File: src/sv/htlp_pkg.sv
package htlp_pkg;

  localparam int DEF_CAPACITY = 256;
  localparam int HASH_W = 32;
  localparam int KEY_W = 32;
  localparam int VAL_W = 64;
  localparam int LIMIT_W = 8;
  localparam int CNT_W = 9;
  localparam logic [LIMIT_W-1:0] LOAD_LIMIT_RST = 8'd192;

  localparam logic [1:0] CMD_GET = 2'd0;
  localparam logic [1:0] CMD_SET = 2'd1;
  localparam logic [1:0] CMD_DEL = 2'd2;

  typedef struct packed {
    logic [1:0]       cmd;
    logic [KEY_W-1:0] key_id;
    logic [HASH_W-1:0] key_hash;
    logic [VAL_W-1:0] value_in;
  } in_t;

  typedef struct packed {
    logic             flag;
    logic [VAL_W-1:0] value_out;
    logic             full_res;
  } out_t;

  typedef struct packed {
    logic             used;
    logic             tomb;
    logic [KEY_W-1:0] key;
  } meta_t;

  typedef struct packed {
    logic meta_en;
    logic val_en;
  } mem_wr_t;

endpackage

File: src/sv/htlp_hash_mod.sv
module htlp_hash_mod
  import htlp_pkg::*;
#(
  parameter int CAPACITY = DEF_CAPACITY
) (
  input  logic                        clk,
  input  logic                        rst_n,
  input  logic                        start,
  input  logic [HASH_W-1:0]           hash,
  output logic                        done,
  output logic [$clog2(CAPACITY)-1:0] rem
);

  localparam int AW = $clog2(CAPACITY);
  localparam bit IS_POW2 = (CAPACITY == (1 << AW));

  generate
    if (IS_POW2) begin : g_pow2
      logic          done_r;
      logic [AW-1:0] rem_r;

      always_ff @(posedge clk) begin
        if (!rst_n) begin
          done_r <= 1'b0;
        end else begin
          done_r <= start;
        end
      end

      always_ff @(posedge clk) begin
        if (start) begin
          rem_r <= hash[AW-1:0];
        end
      end

      assign done = done_r;
      assign rem  = rem_r;
    end else begin : g_recip
      // quotient estimate by reciprocal, low remainder bits, then one correction
      localparam int                  RW     = AW + 1;
      localparam int                  SH     = HASH_W - 1 + AW;
      localparam logic [2*HASH_W-1:0] SCALE  = (2*HASH_W)'(1) << SH;
      localparam logic [HASH_W-1:0]   RECIP  = HASH_W'(SCALE / (2*HASH_W)'(CAPACITY));
      localparam logic [RW-1:0]       CAP_LO = RW'(CAPACITY);

      logic                v1_r;
      logic                v2_r;
      logic [RW-1:0]       q_r;
      logic [RW-1:0]       hl_r;
      logic [RW-1:0]       re_r;
      logic [2*HASH_W-1:0] prod;
      logic [RW-1:0]       qc;

      assign prod = {{HASH_W{1'b0}}, hash} * {{HASH_W{1'b0}}, RECIP};
      assign qc   = q_r * CAP_LO;

      always_ff @(posedge clk) begin
        if (!rst_n) begin
          v1_r <= 1'b0;
          v2_r <= 1'b0;
        end else begin
          v1_r <= start;
          v2_r <= v1_r;
        end
      end

      always_ff @(posedge clk) begin
        if (start) begin
          q_r  <= prod[SH +: RW];
          hl_r <= hash[RW-1:0];
        end
        if (v1_r) begin
          re_r <= hl_r - qc;
        end
      end

      assign done = v2_r;
      assign rem  = (re_r >= CAP_LO) ? AW'(re_r - CAP_LO) : re_r[AW-1:0];
    end
  endgenerate

endmodule

File: config.mk
export PLATFORM = sky130hd
export DESIGN_NAME = htlp_hash_mod
export DESIGN_NICKNAME = d
export VERILOG_FILES = /design/src/sv/htlp_pkg.sv /design/src/sv/htlp_hash_mod.sv
export SDC_FILE = /design/constraint.sdc
export NUM_CORES = 1
export LEC_CHECK = 0
export ABC_AREA = 1
export BUFFER_PORTS_ARGS = -buffer_cell sky130_fd_sc_hd__buf_2
export CAP_MARGIN = 20
export CORE_AREA = 2 2 39 41
export DETAILED_ROUTE_END_ITERATION = 16
export DIE_AREA = 0 0 41 43
export GPL_TIMING_DRIVEN = 0
export REMOVE_ABC_BUFFERS = 1
export SLEW_MARGIN = 20
export SYNTH_ARGS = -nofsm -noshare
export SYNTH_HDL_FRONTEND = slang
export SYNTH_SLANG_ARGS = --single-unit
File: constraint.sdc
create_clock -name clk -period 1 [get_ports clk]
set_clock_uncertainty 0.15 [all_clocks]
set_input_delay 0.15 -clock clk [delete_from_list [all_inputs] [get_ports clk]]
set_output_delay 0.15 -clock clk [all_outputs]
set_load 0.01 [all_outputs]
Yosys cells after proc, flatten, opt, wreduce, memory -nomap -nowiden:

Cells that the tools add are included.

* bits in registers: 9
* input port bits: 35
* word-level logic and storage cells: 2

Logic depth before layout (Yosys ltp):

* depth in word-level cells: 0
* depth in mapped cells: 2
* mapped depth without buffers: 2

Worst setup path after synthesis:

Ideal clock, no wire load.

* path kind: register -> output
* from: reg g_pow2.rem_r[0], in the netlist rem[0]
* to: out rem[0]
* data arrival time: 0.394 ns
* data required time: 0.700 ns
* slack: 0.306 ns
* cell stages (with the launch flop): 1
* buffers on the path: 0
* cell sequence: edfxtp_1

RTL lines
* start, declared: RTL line htlp_hash_mod.sv:20 `logic [AW-1:0] rem_r;`
* start signal, assigned: RTL line htlp_hash_mod.sv:32 `rem_r <= hash[AW-1:0];`
* end, declared: RTL line htlp_hash_mod.sv:11 `output logic [$clog2(CAPACITY)-1:0] rem`

No word-level cell between the ends.

Worst setup path in the final report:

* from: reg g_pow2.rem_r[6], in the netlist rem[6]
* to: out rem[6]

No word-level cell between the ends.

==> summary.md <==
| Metric | Value |
|---|---|
| DRT iter0 DRCs | 1 |
| Fin worst setup slack | -0.08986 ns |
| Hold Fails Final Rpt | 0 |
| Worst hold path type | in2reg |
| CTS Sinks | 9 |
| Critical Path RT | 0.70 ns |
| Hold WS | 0.07209 ns |
| Hold_sp | start |
| Worst path max stage delay | 0.38 ns |
| Wire per inst | 10.92 microns |
| Placement Cell Area | 382.9 sq um |
| Num CTS Buffers | 3 |
| Nets | 79 |
| Relative slew slack | 0.8686 |
| Syn_area_per_cell | 24.34 sq um |
| Routed vias | 215 |
| Initial antenna violation count | 0 |
| Pwr dens | 1629 mW/mm^2 |
| CP max-delay cell | edfxtp_1 |
| Root buffer cell | clkbuf_4 |
| Chip height | 43 microns |
| GRT overflow | 0 |
| Max-cap violation count | 0 |
| Setup crit end kind | output port |
| Syn-to-layout area delta | 86.45% |
| Core area | 0.001384 sq mm |
| FP Rows | 14 |
| Post-Syn Instances | 11 |
| Final min period | 1.090 ns |
| Post-Syn Area | 267.8 sq um |
| Worst-Margin Slew | 0.1970 ns |
| Htree depth | 1 |
| Utilization after layout | 0.3608 |
| Avg Vias per Cell | 3.644 |
| Inst Count DP | 46 |
| Crit path depth | 1 |
| Gr usage total | 0.08998 |
| YS warnings | 0 |
| Initial Util | 0.1935 |
| Arrival time at the worst endpoint | 0.79 ns |
| Unique masters post-synth | 4 |
| Fmax | 0.9176 GHz |
| RSZ-0062 raised after global routing | yes |
| # DRC | 0 |
| Finished Layout Cells | 59 |
| Antenna cells | 0 |
| Gpl congestion | 0.6927 |
| Largest net degree at the start of global routing | 10 |
| Post-synthesis sequential area ratio | 0.9720 |
| Synthesis-stage register bit count | 9 |
| Final Cell Area | 499.2 sq um |
| Setup CP Type | reg2out |
| Max VDD drop | 0.0006230 V |
| Routed wire length | 644 microns |
| Reg clk slew, reported paths | 0.06 ns |
| Final ANT Viol Nets | 0 |
| Fillers | 127 |
| Tcrit/Tclk final | 1.090 |
| Cts repair resizes | 0 |
| Critical path's top delay family | flip-flops |
| Drt first pass iters | 2 |
| Die area | 0.001763 sq mm |
| Vias in the first global route | 215 |
| CTS Buffer Depth | 2 |
| Final setup fails | 8 |
| CP Launch Type | flip-flop |
| I/O pin count | 44 |
| Crit path from | rem[6] |
| Max FO, Critical Path | 1 |
| Die W | 41 microns |
| Share of cells above drive strength 1 | 0.5116 |
| PortBufs | 19 |
| WP buf/inv | 1 |
| Cell Chain, Critical Path | buf_2 |
| Hold depth | 3 |
| Failing checks | setup timing |
| CTS tree | done |
| Critical Path End | rem[6] |
| Pleak | 0.2248 nW |
| First-pass GRT wire length | 931 microns |
| Slew Limit Fails | 0 |
| Outcome | complete, but fails checks |
## timing repair
| item | 4_1_cts | 5_1_grt |
|---|---|---|
| setup endpoints to repair | 8 | 8 |
| endpoints found under the hold margin | 9 | 0 |
| buffers inserted | 0 | 0 |
| hold buffers | 9 | 0 |
## worst min-delay path: stages
cell,delay [ns]
buf_2,0.17
nand2_1,0.08
inv_1,0.03
## logic make-up (layout without fill, tap and decap cells)
logic type | Yosys count | in the layout | synth area share
flip-flops | 9 | 9 | 0.9720
buffers and inverters | 1 | 33 | 0.01401
AND/OR/NAND/NOR | 1 | 1 | 0.01401
## flip-flops by register name, summed over array words and instances, names as in the netlist
signal,count
done,1
rem,8
## layer usage
layer  track usage  wire length [microns]  vias up
met5             0                      0        -
met4       0.06000                      0        0
met3       0.06806                     86        0
met2        0.1063                    243       20
met1        0.1092                    314       91
li1              -                      -      104
## area by class of cell
cell class                 count  area (sq um)  area share
multi-input combinational      1         3.754    0.007519
tap                           16         20.02     0.04010
sequential                     9         260.3      0.5213
clock buffer                   4         26.28     0.05263
timing repair buffer          28         185.2      0.3709
inverter                       1         3.754    0.007519
## synthesized netlist by cell type
master,instances,area share
dfxtp_1,1,0.075
edfxtp_1,8,0.90
inv_1,1,0.014
nand2_1,1,0.014
## power breakdown
group / switching [mW] / internal (mW)
Clock: 0.116 / 0.153
Combinational: 0.0407 / 0.0549
Sequential: 0.00756 / 0.441
Total: 0.165 / 0.649
## worst min path at each step
stage          slack [ns]      to
3_3_place_gp         0.18  rem[3]
6_report             0.07    done
2_1_floorplan        0.09    done
3_5_place_dp         0.18  rem[7]
4_1_cts              0.06    done
5_1_grt              0.08    done
## cell usage in the layout (no fill, tap or decap), drive strengths merged
master       netlist  routed
dfxtp              1       1
nand2              1       1
buf                0      19
inv                1       1
clkbuf             0       4
edfxtp             8       8
dlygate4sd3        0       9
## through the flow
step	total power [mW]	setup WS [ns]	setup TNS, ns
final	0.8132	-0.08986	-0.4927
after global routing	0.8538	-0.1339	-0.7997
after CTS	0.8276	-0.1115	-0.6402
after detailed placement	0.5257	0.1854	0
after global placement	0.5248	0.1918	0
after floorplan	0.4734	0.3062	0
Note: power is estimated with default switching activity, not from simulation.
